--- src/hdl/sfta_pkg.sv ---
// ============================================================================
// sfta_pkg: shared types and constants
// Sync-pattern codes, conversion constants, controller state and the
// command/status structs between controller and datapath.
// ============================================================================
`default_nettype none

package sfta_pkg;

    localparam int MAX_BUFFER_BYTES_DEF = 65536;

    localparam logic [7:0] SYNC_EDGE_BYTE = 8'h0C;
    localparam logic [7:0] SYNC_MID_BYTE  = 8'hFF;

    localparam logic [2:0] WINDOW_FULL = 3'd7;

    localparam int         TEMP_FRAC_BITS = 7;
    localparam logic [6:0] CENTI_PER_DEG  = 7'd100;
    localparam logic signed [15:0] NO_REPORT_AVG = -16'sd9999;
    localparam logic [7:0] SHUTOFF_RESET  = 8'd60;

    typedef enum logic [1:0] {
        ST_SCAN,
        ST_DIVIDE,
        ST_FINISH
    } ctl_state_t;

    typedef struct packed {
        logic accept;
        logic last;
        logic div_step;
        logic load_out;
    } dp_cmd_t;

    typedef struct packed {
        logic div_last;
    } dp_sts_t;

endpackage

`default_nettype wire

--- src/hdl/sfta_if.sv ---
// ============================================================================
// sfta_if: stream channels
// Byte input channel and result output channel, valid/ready handshake.
// ============================================================================
`default_nettype none

interface sfta_in_if;
    logic       valid;
    logic       ready;
    logic [7:0] data_byte;
    logic       last_byte;

    modport source (output valid, output data_byte, output last_byte, input ready);
    modport sink   (input valid, input data_byte, input last_byte, output ready);
endinterface

interface sfta_out_if;
    logic               valid;
    logic               ready;
    logic signed [15:0] avg_centi_celsius;
    logic               no_reports;
    logic               over_limit;

    modport source (output valid, output avg_centi_celsius, output no_reports,
                    output over_limit, input ready);
    modport sink   (input valid, input avg_centi_celsius, input no_reports,
                    input over_limit, output ready);
endinterface

`default_nettype wire

--- src/hdl/sfta_datapath.sv ---
// ============================================================================
// sfta_datapath: window scan, accumulation and averaging datapath
// Sliding byte window with sync match, centi-degree accumulator, radix-2
// restoring divider and the registered result.
// ============================================================================
`default_nettype none

module sfta_datapath #(
    parameter int MAX_BUFFER_BYTES = sfta_pkg::MAX_BUFFER_BYTES_DEF
) (
    input  wire logic               clk,
    input  wire logic               rst_n,
    input  wire sfta_pkg::dp_cmd_t  cmd,
    output sfta_pkg::dp_sts_t       sts,
    input  wire logic [7:0]         data_byte,
    input  wire logic               cfg_wr_en,
    input  wire logic [7:0]         cfg_wr_data,
    output logic signed [15:0]      avg_centi_celsius,
    output logic                    no_reports,
    output logic                    over_limit
);
    import sfta_pkg::*;

    localparam int CNT_W  = $clog2(MAX_BUFFER_BYTES);
    localparam int SUM_W  = CNT_W + 16;
    localparam int STEP_W = $clog2(SUM_W);
    localparam logic [CNT_W-1:0]  CNT_CAP   = CNT_W'(MAX_BUFFER_BYTES - 1);
    localparam logic [STEP_W-1:0] STEP_LAST = STEP_W'(SUM_W - 1);

    logic [7:0]              win_reg [0:6];
    logic [7:0]              win_next [0:6];
    logic [2:0]              fill_reg, fill_next;
    logic signed [SUM_W-1:0] sum_reg, sum_next;
    logic [CNT_W-1:0]        cnt_reg, cnt_next;
    logic [7:0]              thr_reg, thr_next;

    logic [SUM_W-1:0]        quo_reg, quo_next;
    logic [CNT_W-1:0]        rem_reg, rem_next;
    logic [CNT_W-1:0]        dvs_reg, dvs_next;
    logic [STEP_W-1:0]       step_reg, step_next;
    logic                    neg_reg, neg_next;
    logic                    none_reg, none_next;

    logic signed [15:0]      avg_reg, avg_next;
    logic                    nrep_reg, nrep_next;
    logic                    over_reg, over_next;

    // Sync match and temperature conversion
    logic                    match;
    logic signed [15:0]      raw;
    logic signed [22:0]      prod;
    logic signed [22:0]      prod_adj;
    logic signed [15:0]      centi;
    logic signed [SUM_W-1:0] sum_upd;
    logic [CNT_W-1:0]        cnt_upd;

    // Divider step
    logic [CNT_W:0]          shifted;
    logic [CNT_W:0]          trial;

    // Result
    logic [15:0]             q16;
    logic [8:0]              thr_plus;
    logic [15:0]             limit;

    always_comb
    begin
        match = (fill_reg == WINDOW_FULL)
             && (win_reg[0] == SYNC_EDGE_BYTE) && (win_reg[1] == SYNC_MID_BYTE)
             && (win_reg[2] == SYNC_MID_BYTE)  && (win_reg[3] == SYNC_EDGE_BYTE)
             && (cnt_reg < CNT_CAP);
        raw      = $signed({win_reg[6], data_byte});
        prod     = 23'(raw) * $signed({16'd0, CENTI_PER_DEG});
        // round toward zero before the arithmetic shift
        prod_adj = prod + (prod[22] ? 23'sd127 : 23'sd0);
        centi    = 16'(prod_adj >>> TEMP_FRAC_BITS);
        sum_upd  = sum_reg + (match ? SUM_W'(centi) : '0);
        cnt_upd  = cnt_reg + CNT_W'(match);
    end

    always_comb
    begin
        win_next  = win_reg;
        fill_next = fill_reg;
        sum_next  = sum_reg;
        cnt_next  = cnt_reg;
        if (cmd.accept)
        begin
            if (cmd.last)
            begin
                for (int k = 0; k < 7; k++)
                begin
                    win_next[k] = '0;
                end
                fill_next = '0;
                sum_next  = '0;
                cnt_next  = '0;
            end
            else
            begin
                for (int k = 0; k < 6; k++)
                begin
                    win_next[k] = win_reg[k+1];
                end
                win_next[6] = data_byte;
                fill_next   = (fill_reg == WINDOW_FULL) ? fill_reg : fill_reg + 3'd1;
                sum_next    = sum_upd;
                cnt_next    = cnt_upd;
            end
        end
    end

    always_comb
    begin
        thr_next = cfg_wr_en ? cfg_wr_data : thr_reg;
    end

    // Divider: magnitude of the sum over the count, one quotient bit a cycle
    always_comb
    begin
        quo_next  = quo_reg;
        rem_next  = rem_reg;
        dvs_next  = dvs_reg;
        step_next = step_reg;
        neg_next  = neg_reg;
        none_next = none_reg;
        shifted   = {rem_reg, quo_reg[SUM_W-1]};
        trial     = shifted - {1'b0, dvs_reg};
        if (cmd.accept && cmd.last)
        begin
            neg_next  = sum_upd[SUM_W-1];
            quo_next  = sum_upd[SUM_W-1] ? SUM_W'(-sum_upd) : SUM_W'(sum_upd);
            rem_next  = '0;
            dvs_next  = cnt_upd;
            step_next = '0;
            none_next = (cnt_upd == '0);
        end
        else if (cmd.div_step)
        begin
            step_next = step_reg + STEP_W'(1);
            if (!trial[CNT_W])
            begin
                rem_next = trial[CNT_W-1:0];
                quo_next = {quo_reg[SUM_W-2:0], 1'b1};
            end
            else
            begin
                rem_next = shifted[CNT_W-1:0];
                quo_next = {quo_reg[SUM_W-2:0], 1'b0};
            end
        end
    end

    always_comb
    begin
        sts.div_last = (step_reg == STEP_LAST);
    end

    // Result: average/100 > T is the same as average >= 100*(T+1)
    always_comb
    begin
        q16       = quo_reg[15:0];
        thr_plus  = {1'b0, thr_reg} + 9'd1;
        limit     = 16'(thr_plus) * 16'(CENTI_PER_DEG);
        avg_next  = avg_reg;
        nrep_next = nrep_reg;
        over_next = over_reg;
        if (cmd.load_out)
        begin
            nrep_next = none_reg;
            if (none_reg)
            begin
                avg_next = NO_REPORT_AVG;
            end
            else if (neg_reg)
            begin
                avg_next = -$signed(q16);
            end
            else
            begin
                avg_next = $signed(q16);
            end
            over_next = !none_reg && !neg_reg && (thr_reg != '0) && (q16 >= limit);
        end
    end

    always_ff @(posedge clk or negedge rst_n)
    begin
        if (!rst_n)
        begin
            for (int k = 0; k < 7; k++)
            begin
                win_reg[k] <= '0;
            end
            fill_reg <= '0;
            sum_reg  <= '0;
            cnt_reg  <= '0;
            thr_reg  <= SHUTOFF_RESET;
            step_reg <= '0;
        end
        else
        begin
            win_reg  <= win_next;
            fill_reg <= fill_next;
            sum_reg  <= sum_next;
            cnt_reg  <= cnt_next;
            thr_reg  <= thr_next;
            step_reg <= step_next;
        end
    end

    always_ff @(posedge clk)
    begin
        quo_reg  <= quo_next;
        rem_reg  <= rem_next;
        dvs_reg  <= dvs_next;
        neg_reg  <= neg_next;
        none_reg <= none_next;
        avg_reg  <= avg_next;
        nrep_reg <= nrep_next;
        over_reg <= over_next;
    end

    assign avg_centi_celsius = avg_reg;
    assign no_reports        = nrep_reg;
    assign over_limit        = over_reg;

endmodule

`default_nettype wire

--- src/hdl/sfta_ctrl.sv ---
// ============================================================================
// sfta_ctrl: sequencing controller
// Scans bytes, runs the divider after the last byte, and owns the output
// valid flag.
// ============================================================================
`default_nettype none

module sfta_ctrl (
    input  wire logic               clk,
    input  wire logic               rst_n,
    input  wire logic               in_valid,
    input  wire logic               in_last,
    output logic                    in_ready,
    output logic                    out_valid,
    input  wire logic               out_ready,
    output sfta_pkg::dp_cmd_t       cmd,
    input  wire sfta_pkg::dp_sts_t  sts
);
    import sfta_pkg::*;

    ctl_state_t state_reg, state_next;
    logic       out_valid_reg, out_valid_next;
    logic       slot_free;

    always_comb
    begin
        state_next   = state_reg;
        slot_free    = !out_valid_reg || out_ready;
        in_ready     = (state_reg == ST_SCAN);
        cmd.accept   = 1'b0;
        cmd.last     = 1'b0;
        cmd.div_step = 1'b0;
        cmd.load_out = 1'b0;
        unique case (state_reg)
            ST_SCAN:
            begin
                cmd.accept = in_valid;
                cmd.last   = in_last;
                if (in_valid && in_last)
                begin
                    state_next = ST_DIVIDE;
                end
            end
            ST_DIVIDE:
            begin
                cmd.div_step = 1'b1;
                if (sts.div_last)
                begin
                    state_next = ST_FINISH;
                end
            end
            ST_FINISH:
            begin
                // hold until the output register can take the result
                if (slot_free)
                begin
                    cmd.load_out = 1'b1;
                    state_next   = ST_SCAN;
                end
            end
            default:
            begin
                state_next = ST_SCAN;
            end
        endcase

        priority if (cmd.load_out)
        begin
            out_valid_next = 1'b1;
        end
        else if (out_ready)
        begin
            out_valid_next = 1'b0;
        end
        else
        begin
            out_valid_next = out_valid_reg;
        end
    end

    always_ff @(posedge clk or negedge rst_n)
    begin
        if (!rst_n)
        begin
            state_reg     <= ST_SCAN;
            out_valid_reg <= 1'b0;
        end
        else
        begin
            state_reg     <= state_next;
            out_valid_reg <= out_valid_next;
        end
    end

    assign out_valid = out_valid_reg;

endmodule

`default_nettype wire

--- src/hdl/sync_framed_temperature_averager_top.sv ---
// ============================================================================
// sync_framed_temperature_averager_top: framed temperature averager
// Scans an instrument buffer for 0C FF FF 0C sync frames and averages the
// temperatures they carry.
// ============================================================================
// Usage:
//   bytes  - input stream, one buffer byte per beat; last_byte marks the end.
//   result - one beat per buffer: average in centi-degrees, no-reports flag
//            and over-limit flag.
//   cfg_wr_en / cfg_wr_data - write the whole-degree shutoff threshold
//            (reset value 60, zero disables the over-limit check).
// Throughput: one byte per cycle while scanning. After the last beat the
//   input stalls for the averaging divide, a radix-2 unit producing one
//   quotient bit per cycle over clog2(MAX_BUFFER_BYTES)+16 bits.
// Result: the divide runs after the last beat is accepted; the result then
//   loads into the output register once any previous result there is taken.
// Reset: clears the window, the sum and count, and restores the threshold.
// Stall: the result sits in the output register until taken; the next
//   buffer is accepted meanwhile, and only the following result waits.
// ============================================================================
`default_nettype none

module sync_framed_temperature_averager_top #(
    parameter int MAX_BUFFER_BYTES = sfta_pkg::MAX_BUFFER_BYTES_DEF
) (
    input  wire logic       clk,
    input  wire logic       rst_n,
    sfta_in_if.sink         bytes,
    sfta_out_if.source      result,
    input  wire logic       cfg_wr_en,
    input  wire logic [7:0] cfg_wr_data
);
    import sfta_pkg::*;

    dp_cmd_t cmd;
    dp_sts_t sts;

    // Sequence scan, divide and result hand-off
    sfta_ctrl u_ctrl (
        .clk       (clk),
        .rst_n     (rst_n),
        .in_valid  (bytes.valid),
        .in_last   (bytes.last_byte),
        .in_ready  (bytes.ready),
        .out_valid (result.valid),
        .out_ready (result.ready),
        .cmd       (cmd),
        .sts       (sts)
    );

    // Window match, accumulate, divide and hold the result
    sfta_datapath #(
        .MAX_BUFFER_BYTES (MAX_BUFFER_BYTES)
    ) u_datapath (
        .clk               (clk),
        .rst_n             (rst_n),
        .cmd               (cmd),
        .sts               (sts),
        .data_byte         (bytes.data_byte),
        .cfg_wr_en         (cfg_wr_en),
        .cfg_wr_data       (cfg_wr_data),
        .avg_centi_celsius (result.avg_centi_celsius),
        .no_reports        (result.no_reports),
        .over_limit        (result.over_limit)
    );

endmodule

`default_nettype wire

--- src/flat_wrapper.sv ---
// flat-port wrapper written by rule: the top's interface ports become plain ports
module sync_framed_temperature_averager_top_flat import sfta_pkg::*;
#(
    parameter int MAX_BUFFER_BYTES = sfta_pkg::MAX_BUFFER_BYTES_DEF
)
  (clk, rst_n, cfg_wr_en, cfg_wr_data, bytes_valid, bytes_data_byte, bytes_last_byte, bytes_ready, result_valid, result_avg_centi_celsius, result_no_reports, result_over_limit, result_ready);
  sfta_in_if bytes_i ();
  sfta_out_if result_i ();
  input  wire logic clk;
  input  wire logic rst_n;
  input  wire logic cfg_wr_en;
  input  wire logic [7:0] cfg_wr_data;
  input wire logic [$bits(bytes_i.valid)-1:0] bytes_valid;
  input wire logic [$bits(bytes_i.data_byte)-1:0] bytes_data_byte;
  input wire logic [$bits(bytes_i.last_byte)-1:0] bytes_last_byte;
  output wire logic [$bits(bytes_i.ready)-1:0] bytes_ready;
  output wire logic [$bits(result_i.valid)-1:0] result_valid;
  output wire logic [$bits(result_i.avg_centi_celsius)-1:0] result_avg_centi_celsius;
  output wire logic [$bits(result_i.no_reports)-1:0] result_no_reports;
  output wire logic [$bits(result_i.over_limit)-1:0] result_over_limit;
  input wire logic [$bits(result_i.ready)-1:0] result_ready;
  assign bytes_i.valid = bytes_valid;
  assign bytes_i.data_byte = bytes_data_byte;
  assign bytes_i.last_byte = bytes_last_byte;
  assign bytes_ready = bytes_i.ready;
  assign result_valid = result_i.valid;
  assign result_avg_centi_celsius = result_i.avg_centi_celsius;
  assign result_no_reports = result_i.no_reports;
  assign result_over_limit = result_i.over_limit;
  assign result_i.ready = result_ready;
  sync_framed_temperature_averager_top #(.MAX_BUFFER_BYTES(MAX_BUFFER_BYTES)) u_core (.clk(clk), .rst_n(rst_n), .bytes(bytes_i), .result(result_i), .cfg_wr_en(cfg_wr_en), .cfg_wr_data(cfg_wr_data));
endmodule
--- config.mk ---
export PLATFORM = sky130hd
export DESIGN_NAME = sync_framed_temperature_averager_top_flat
export DESIGN_NICKNAME = d
export VERILOG_FILES = /design/src/hdl/sfta_pkg.sv /design/src/hdl/sfta_if.sv /design/src/hdl/sfta_datapath.sv /design/src/hdl/sfta_ctrl.sv /design/src/hdl/sync_framed_temperature_averager_top.sv /design/src/flat_wrapper.sv
export SDC_FILE = /design/constraint.sdc
export NUM_CORES = 1
export LEC_CHECK = 0
export BUFFER_PORTS_ARGS = -buffer_cell sky130_fd_sc_hd__buf_2
export CAP_MARGIN = 20
export CELL_PAD_IN_SITES_DETAIL_PLACEMENT = 0
export CELL_PAD_IN_SITES_GLOBAL_PLACEMENT = 1
export CORE_MARGIN = 2
export CORE_UTILIZATION = 54
export CTS_CLUSTER_DIAMETER = 80
export DETAILED_ROUTE_END_ITERATION = 8
export PLACE_DENSITY = 0.92
export REMOVE_ABC_BUFFERS = 1
export SLEW_MARGIN = 15
export SYNTH_ARGS = -nofsm -noshare
export SYNTH_HDL_FRONTEND = slang
export SYNTH_HIERARCHICAL = 1
export SYNTH_SLANG_ARGS = --single-unit
--- constraint.sdc ---
create_clock -name clk -period 16.9 [get_ports clk]
set_input_delay 0 -clock clk [delete_from_list [all_inputs] [get_ports clk]]
set_output_delay 0 -clock clk [all_outputs]
set_load 0.02 [all_outputs]
==> summary.md, run 1 <==
| Metric | Value |
|---|---|
| Outcome | `finished, final reports clean` |
| Endpoint arrival time on the critical path | `8.98 ns` |
| Period Utilization, post-route | `51.5%` |
| Gr ovfl total | `0` |
| Unrepaired setup endpoints after global routing | `no` |
| Number of buffer and inverter stages on the critical path | `3` |
| Pin count of the biggest net entering global routing | `99` |
| Starting density of the core | `54.7%` |
| Clock Sink Count | `207` |
| Overall power after layout | `3.36 mW` |
| Routed metal-1 wirelength | `16600 um` |
| Die Y-Extent | `174 um` |
| Basic-gate share of the synthesized area counting and, or, nand and nor cells | `17.7%` |
| Syn Inst Count | `1693` |
| Insertion delay of the later-clocked pin in the worst-skew pair | `0.53 ns` |
| HPWL after DPL | `25000 um` |
| Clock root cell | `clkbuf_16` |
| TritonCTS buffer count | `24` |
| Synth Area in Compound Gates | `19.6%` |
| Top cell family by delay on the critical path | `simple AND/OR/NAND/NOR gates` |
| Core outline area | `28600 um2` |
| Clock-pin transition on the worst setup and hold timing paths | `0.06 ns` |
| Final critical path time including I/O delays and setup | `8.70 ns` |
| Uppermost layer routed | `met4` |
| Clock Tree Buf Depth | `3` |
| Top post-synthesis cells by area | `dfrtp_1, edfxtp_1, ha_1` |
| Average routed wire per standard cell | `16.7 um` |
| CP Capture Type | `flip-flop` |
| Slowest cell on the critical path | `a2111oi_0` |
| Post-Route WL | `35600 um` |
| Final #Nets | `1925` |
| Final number of hold-violating endpoints | `0` |
| Crit path launch type | `flip-flop` |
| Largest family of logic cells by synthesized area | `compound AO/OA/AOI/OAI gates` |
| Length of routed met3 wiring | `1780 um` |
| Critical path depth | `28` |
| Post-synthesis average cell area | `9.25 um2` |
| Die extent in x | `174 um` |
| Count of flip-flops with a built-in enable after synthesis | `68` |
| Cell count after placement | `2061` |
| Detailed Routing Iterations Pass 1 | `5` |
| Clock tree from TritonCTS | `built` |
| Area of the die | `30400 um2` |
| Met2 Routed Length | `16600 um` |
| Global Route Usage Sum | `23.3%` |
| Worst R2R Path Depth | `28` |
| Antenna Violating Nets Remaining | `0` |
| Required time worst endpoint | `17.18 ns` |
| Power density over cell area | `194 nW/um2` |
| Area of the mapped netlist | `15700 um2` |
| Number of antenna violations at the first check in global routing | `0` |
| Port-buffer cells | `41` |
| Crit path kind | `flip-flop to flip-flop` |
| Setup ws final | `8.20 ns` |
| Layout cell share with drive strength beyond 1 | `9.25%` |
| Fmax achieved | `115 MHz` |
| Pin slew with the least headroom to its limit | `1.04 ns` |
| Via count of the first global-routing pass | `12.1k` |
| Worst setup timing slack at the placement stage | `8.29 ns` |
| Via count | `12.8k` |
| Growth of design area from synthesis to finish | `10.7%` |
| Number of remaining DRC errors | `0` |
| Hold bufs inserted after CTS | `31` |
| DR iter-0 viols | `905` |
| Area of combinational cells with multiple inputs | `9370 um2` |
| Number of warnings issued by yosys | `6` |
| Clock H-tree levels | `1` |
| First-pass GRT wire length | `59700 um` |
| Cell leakage power | `7.59 nW` |
| FF+latch area | `5450 um2` |
| Most frequent cells in the layout | `inv_1, ha_1, nand2_1, dfrtp_1, nor2_1` |
| Proportion of register bits with asynchronous set or reset after synthesis | `59.4%` |
| Setup clock skew after layout | `0.0113 ns` |
| Slowest Stage Delay on Critical Path | `0.71 ns` |
| Number of flip-flops in the largest register | `48` |
| Maximum vdd ir drop | `0.176 mV` |
| Worst hold margin | `0.0952 ns` |
| Mux share of post-synthesis cell area | `2.05%` |
| Finish-stage setup viols | `0` |
| Number of fillers in the final layout | `2407` |
| Ratio of routed vias to standard cells | `5.99` |
| Count of final max-slew check failures | `0` |
| Post-synthesis share of cell area spent on xor and xnor gates | `5.79%` |
| CTS-repair resized insts | `0` |
| Dominant cell type by area after synthesis | `dfrtp_1` |
| Count of different cell masters after synthesis | `108` |
| Rows | `62` |
| Antenna cell count | `0` |
| Hold Path Class | `primary input to asynchronous set/reset pin` |
| Post-synthesis adder-cell area fraction | `14.5%` |
| Cell type with the highest occurrence count on the critical path | `ha_1` |
| I/O Pins | `42` |
| Slew HR | `30.5%` |
| Number of flip-flops and latches in the synthesized netlist | `207` |
| Sequential cell area fraction in the yosys report | `34.8%` |
| Number of standard cells in the layout, taps in and fillers out | `2136` |
| Final weighted congestion of routability-driven global placement | `0.843` |
| Most common library cell in the layout ignoring fill and taps | `inv_1` |
| Synth top area share | `19.0%` |
| Highest fanout seen on the critical path | `39` |
| Setup TNS after final layout | `0 ns` |
| Prevailing post-synth register cell | `dfrtp_1` |
| Number of maximum-capacitance constraint violations | `0` |
| Number of post-CTS setup repair buffers | `0` |
-- final timing paths --
check	start	end	slack (ns)
setup / recovery	u_core/u_datapath/raw[13]	u_core/u_datapath/quo_reg[20]	8.20
hold / removal	rst_n	u_core/u_datapath/sum_reg[22]	0.1
setup reg to reg	u_core/u_datapath/raw[13]	u_core/u_datapath/quo_reg[20]	8.20
hold reg to reg	u_core/u_datapath/win_reg[18]	u_core/u_datapath/win_reg[26]	0.49
max in group asynchronous	rst_n	u_core/u_datapath/win_reg[50]	15.37
min in group clk	bytes_data_byte[4]	u_core/u_datapath/raw[12]	0.36
-- routing by layer --
layer  up-vias  track usage (%)
met4         0             4.83
met2       275             38.6
li1       6291                -
met1      6179             33.2
met3        46             2.52
met5         -                0
-- power breakdown --
group | switching (mW) | leakage (nW) | internal [mW]
sequential | 0.131 | 2.42 | 0.712
clock | 0.215 | 0.418 | 0.345
combinational | 1.12 | 4.76 | 0.828
total | 1.47 | 7.59 | 1.89
-- stage by stage --
stage	instance area (um2)	util, %
after floorplan	15400	-
after global placement	16200	56.5
after detailed placement	16200	56.5
after CTS	17300	60.6
after global routing	17300	60.6
final	17300	60.6
-- synthesized netlist by cell type (6+ instances only) --
cell type / number
nor3_1: 40
mux2i_1: 22
a22o_1: 15
nand2b_1: 25
nand4_1: 19
and3_1: 17
a22oi_1: 15
nand4b_1: 14
o22ai_1: 64
o211ai_1: 15
or4_1: 6
nor4_1: 16
dfxtp_1: 16
xor2_1: 38
edfxtp_1: 68
a21oi_1: 66
nor2b_1: 9
inv_1: 152
or2_2: 9
nand3_1: 65
o21ai_0: 83
nand2_1: 126
ha_1: 149
fa_1: 20
o2bb2ai_1: 19
xnor2_1: 60
o21a_1: 17
dfrtp_1: 119
a21boi_0: 7
o31a_1: 6
clkbuf_1: 54
o31ai_1: 11
a31oi_1: 14
or3_1: 30
nor2_1: 97
mux2_2: 9
and2_1: 21
nor3b_1: 6
a21o_1: 19
a211oi_1: 8
-- cells by family (layout without fill, tap and decap cells) --
| group | after synthesis | count (layout) |
|---|---|---|
| AND/OR/NAND/NOR | 528 | 528 |
| AO/OA/AOI/OAI | 434 | 434 |
| buffers and inverters | 223 | 282 |
| flip-flops | 207 | 207 |
| adder cells (fa/ha/maj) | 169 | 169 |
| XOR/XNOR | 101 | 101 |
| multiplexers | 31 | 31 |
-- layout make-up --
class,instances,area share (%)
multi-input cells,1263,54.0
flip-flops and latches,207,31.4
clock buffers,31,3.91
repair buffers,84,3.51
inverters,154,3.33
well taps,384,2.77
clock inverters,13,1.05
(Power assumes the default switching activity.)
==> run 2, diff against run 1 <==
Settings changed: CORE_UTILIZATION 54 to 45, PLACE_DENSITY 0.92 to 0.82.
Clock period 16.9 ns to 6.96 ns, I/O delays scaled along.
==> run 2 against run 1 <==
  * The flow now finishes with violations (setup timing)
  * Worst hold slack got worse by 0.030 ns
  * Fmax increased by 24%
  * Sequential share of layout area decreased by 4.1 points
  * Wire length increased by 16%
  * First-iteration DRC count decreased by 4.8%
  * Core utilization decreased by 2.4 points
  * Flip-flop and latch count unchanged
  * Register-to-register slack got worse by 8.3 ns
==> summary.md, run 2 (synthesized netlist as in run 1, its figures left out) <==
| Metric | Value |
|---|---|
| Period Utilization, post-route | `101% (+49 points)` |
| Pin count of the biggest net entering global routing | `102 (+3.0%)` |
| Pin slew with the least headroom to its limit | `1.16 ns (+0.121 ns)` |
| Outcome | `finished with violations` |
| Endpoint arrival time on the critical path | `7.31 ns (-1.67 ns)` |
| Gr ovfl total | `0 (unchanged)` |
| Clock root cell | `clkbuf_16` |
| Via count | `13.7k (+7.2%)` |
| Via count of the first global-routing pass | `13.7k (+13%)` |
| Cell leakage power | `8.77 nW (+16%)` |
| Starting density of the core | `45.6% (-9.2 points)` |
| Die extent in x | `191 um (+9.3%)` |
| Clock H-tree levels | `1 (unchanged)` |
| Average routed wire per standard cell | `17.0 um (+1.9%)` |
| Number of maximum-capacitance constraint violations | `0 (unchanged)` |
| Die Y-Extent | `191 um (+9.3%)` |
| Overall power after layout | `10.1 mW (+200%)` |
| Final #Nets | `2147 (+12%)` |
| Hold Path Class | `primary input to asynchronous set/reset pin` |
| Fmax achieved | `142 MHz (+24%)` |
| Ratio of routed vias to standard cells | `5.64 (-5.8%)` |
| Number of antenna violations at the first check in global routing | `0 (unchanged)` |
| Maximum vdd ir drop | `0.672 mV (+280%)` |
| Rows | `68 (+9.7%)` |
| Clock tree from TritonCTS | `built` |
| CP Capture Type | `flip-flop` |
| Required time worst endpoint | `7.25 ns (-9.93 ns)` |
| Clock Tree Buf Depth | `3 (unchanged)` |
| Final number of hold-violating endpoints | `0 (unchanged)` |
| Cell type with the highest occurrence count on the critical path | `ha_4` |
| Antenna cell count | `0 (unchanged)` |
| Global Route Usage Sum | `22.3% (-1.0 points)` |
| Count of final max-slew check failures | `0 (unchanged)` |
| Post-Route WL | `41300 um (+16%)` |
| Area of the die | `36300 um2 (+20%)` |
| Number of flip-flops in the largest register | `48 (unchanged)` |
| Insertion delay of the later-clocked pin in the worst-skew pair | `0.54 ns (about the same)` |
| First-pass GRT wire length | `67200 um (+13%)` |
| Crit path launch type | `flip-flop` |
| Final critical path time including I/O delays and setup | `7.02 ns (-1.68 ns)` |
| Antenna Violating Nets Remaining | `0 (unchanged)` |
| Number of remaining DRC errors | `0 (unchanged)` |
| Worst hold margin | `0.0651 ns (-0.0302 ns)` |
| Clock-pin transition on the worst setup and hold timing paths | `0.06 ns (about the same)` |
| DR iter-0 viols | `862 (-4.8%)` |
| Most frequent cells in the layout | `buf_4, inv_1, nand2_1, ha_1, dfrtp_1` |
| Finish-stage setup viols | `11 (+11)` |
| Core outline area | `34400 um2 (+20%)` |
| Slew HR | `22.0% (-8.5 points)` |
| Crit path kind | `flip-flop to flip-flop` |
| Detailed Routing Iterations Pass 1 | `7 (+2)` |
| Number of standard cells in the layout, taps in and fillers out | `2431 (+14%)` |
| Number of fillers in the final layout | `2956 (+23%)` |
| Unrepaired setup endpoints after global routing | `yes` |
| Final weighted congestion of routability-driven global placement | `0.890 (+5.5%)` |
| Worst setup timing slack at the placement stage | `-0.344 ns (-8.63 ns)` |
| Cell count after placement | `2327 (+13%)` |
| Slowest Stage Delay on Critical Path | `0.53 ns (-0.18 ns)` |
| Most common library cell in the layout ignoring fill and taps | `buf_4` |
| Power density over cell area | `507 nW/um2 (+160%)` |
| Slowest cell on the critical path | `fa_1` |
| Port-buffer cells | `41 (unchanged)` |
| Setup ws final | `-0.0600 ns (-8.26 ns)` |
| Violated checks | `setup timing` |
| Setup TNS after final layout | `-0.247 ns (-0.247 ns)` |
| HPWL after DPL | `28800 um (+15%)` |
| Clock Sink Count | `207 (unchanged)` |
| Growth of design area from synthesis to finish | `27.7%` |
| Layout cell share with drive strength beyond 1 | `24.4% (+15 points)` |
| Highest fanout seen on the critical path | `7 (-82%)` |
| Worst R2R Path Depth | `29 (+3.6%)` |
| I/O Pins | `42 (unchanged)` |
| TritonCTS buffer count | `26 (+8.3%)` |
| Setup clock skew after layout | `0.0128 ns (+0.00149 ns)` |
run 2: cell types whose count changed in the layout (fill, tap and decap cells not counted), moves of 6 or more:
| cell | delta |
|---|---|
| o21ai_0 | -8 |
| or3_4 | +7 |
| buf_4 | +198 |
| nand3_1 | -6 |
| a21oi_1 | -6 |
| ha_4 | +30 |
| ha_1 | -31 |
| or3_1 | -7 |
| nand3_2 | +6 |
| buf_6 | +20 |
run 2: cell type report:
type	instances	area, um2	area share (%)
multi-input cells	1263	10100	50.7
flip-flops and latches	207	5450	27.3
repair buffers	304	2370	11.8
clock buffers	37	722	3.61
inverters	154	584	2.92
well taps	455	569	2.85
clock inverters	11	154	0.770
run 2: what timing repair did:
| item | 4_1_cts | 5_1_grt |
|---|---|---|
| gates resized for setup | 34 | 116 |
| gates cloned | 1 | 1 |
| pin swaps | 27 | 71 |
| endpoints found under the hold margin | 81 | 0 |
| setup buffers | 14 | 14 |
| hold buffers | 30 | 0 |
| setup endpoints to repair | 32 | 35 |
run 2: path summary, 6_finish.rpt:
check,slack (ns),to,from
worst max-delay path,-0.06,u_core/u_datapath/quo_reg[20],u_core/u_datapath/raw[9]
worst min-delay path,0.07,u_core/u_datapath/sum_reg[13],rst_n
min in group clk,0.33,u_core/u_ctrl/state_reg[0],bytes_valid
worst max register to register,-0.06,u_core/u_datapath/quo_reg[20],u_core/u_datapath/raw[9]
worst min register to register,0.49,u_core/u_datapath/win_reg[50],u_core/u_datapath/win_reg[42]
max in group asynchronous,5.63,u_core/u_datapath/raw[10],rst_n
run 2: metrics by stage:
stage                     utilization, %  instance area [um2]
after floorplan                        -                15400
after global placement              51.6                17700
after detailed placement            51.6                17700
after CTS                           56.1                19300
after global routing                58.2                20000
final                               58.2                20000
run 2: report_power, final:
part           total [mW]  switching, mW  internal, mW
registers            2.05          0.317          1.73
clock network        1.37          0.533         0.838
logic                6.73           3.42          3.31
run 2: worst max-delay path: cells and delay by family (launching register included):
family          cells  cell delay, ns
xor+xnor            1            0.28
compound gates      9            1.60
fa+ha+maj           5            1.57
buf+inv             4            0.65
flops               1            0.45
simple gates       10            2.19
run 2: layer usage:
metal | GRT usage, % | part of all wire [%] | up-vias
li1 | - | - | 6734
met1 | 31.2 | 46 | 6652
met2 | 37.8 | 48 | 274
met3 | 1.97 | 3.8 | 55
met4 | 4.62 | 1.9 | 0
met5 | 0 | 0 | -
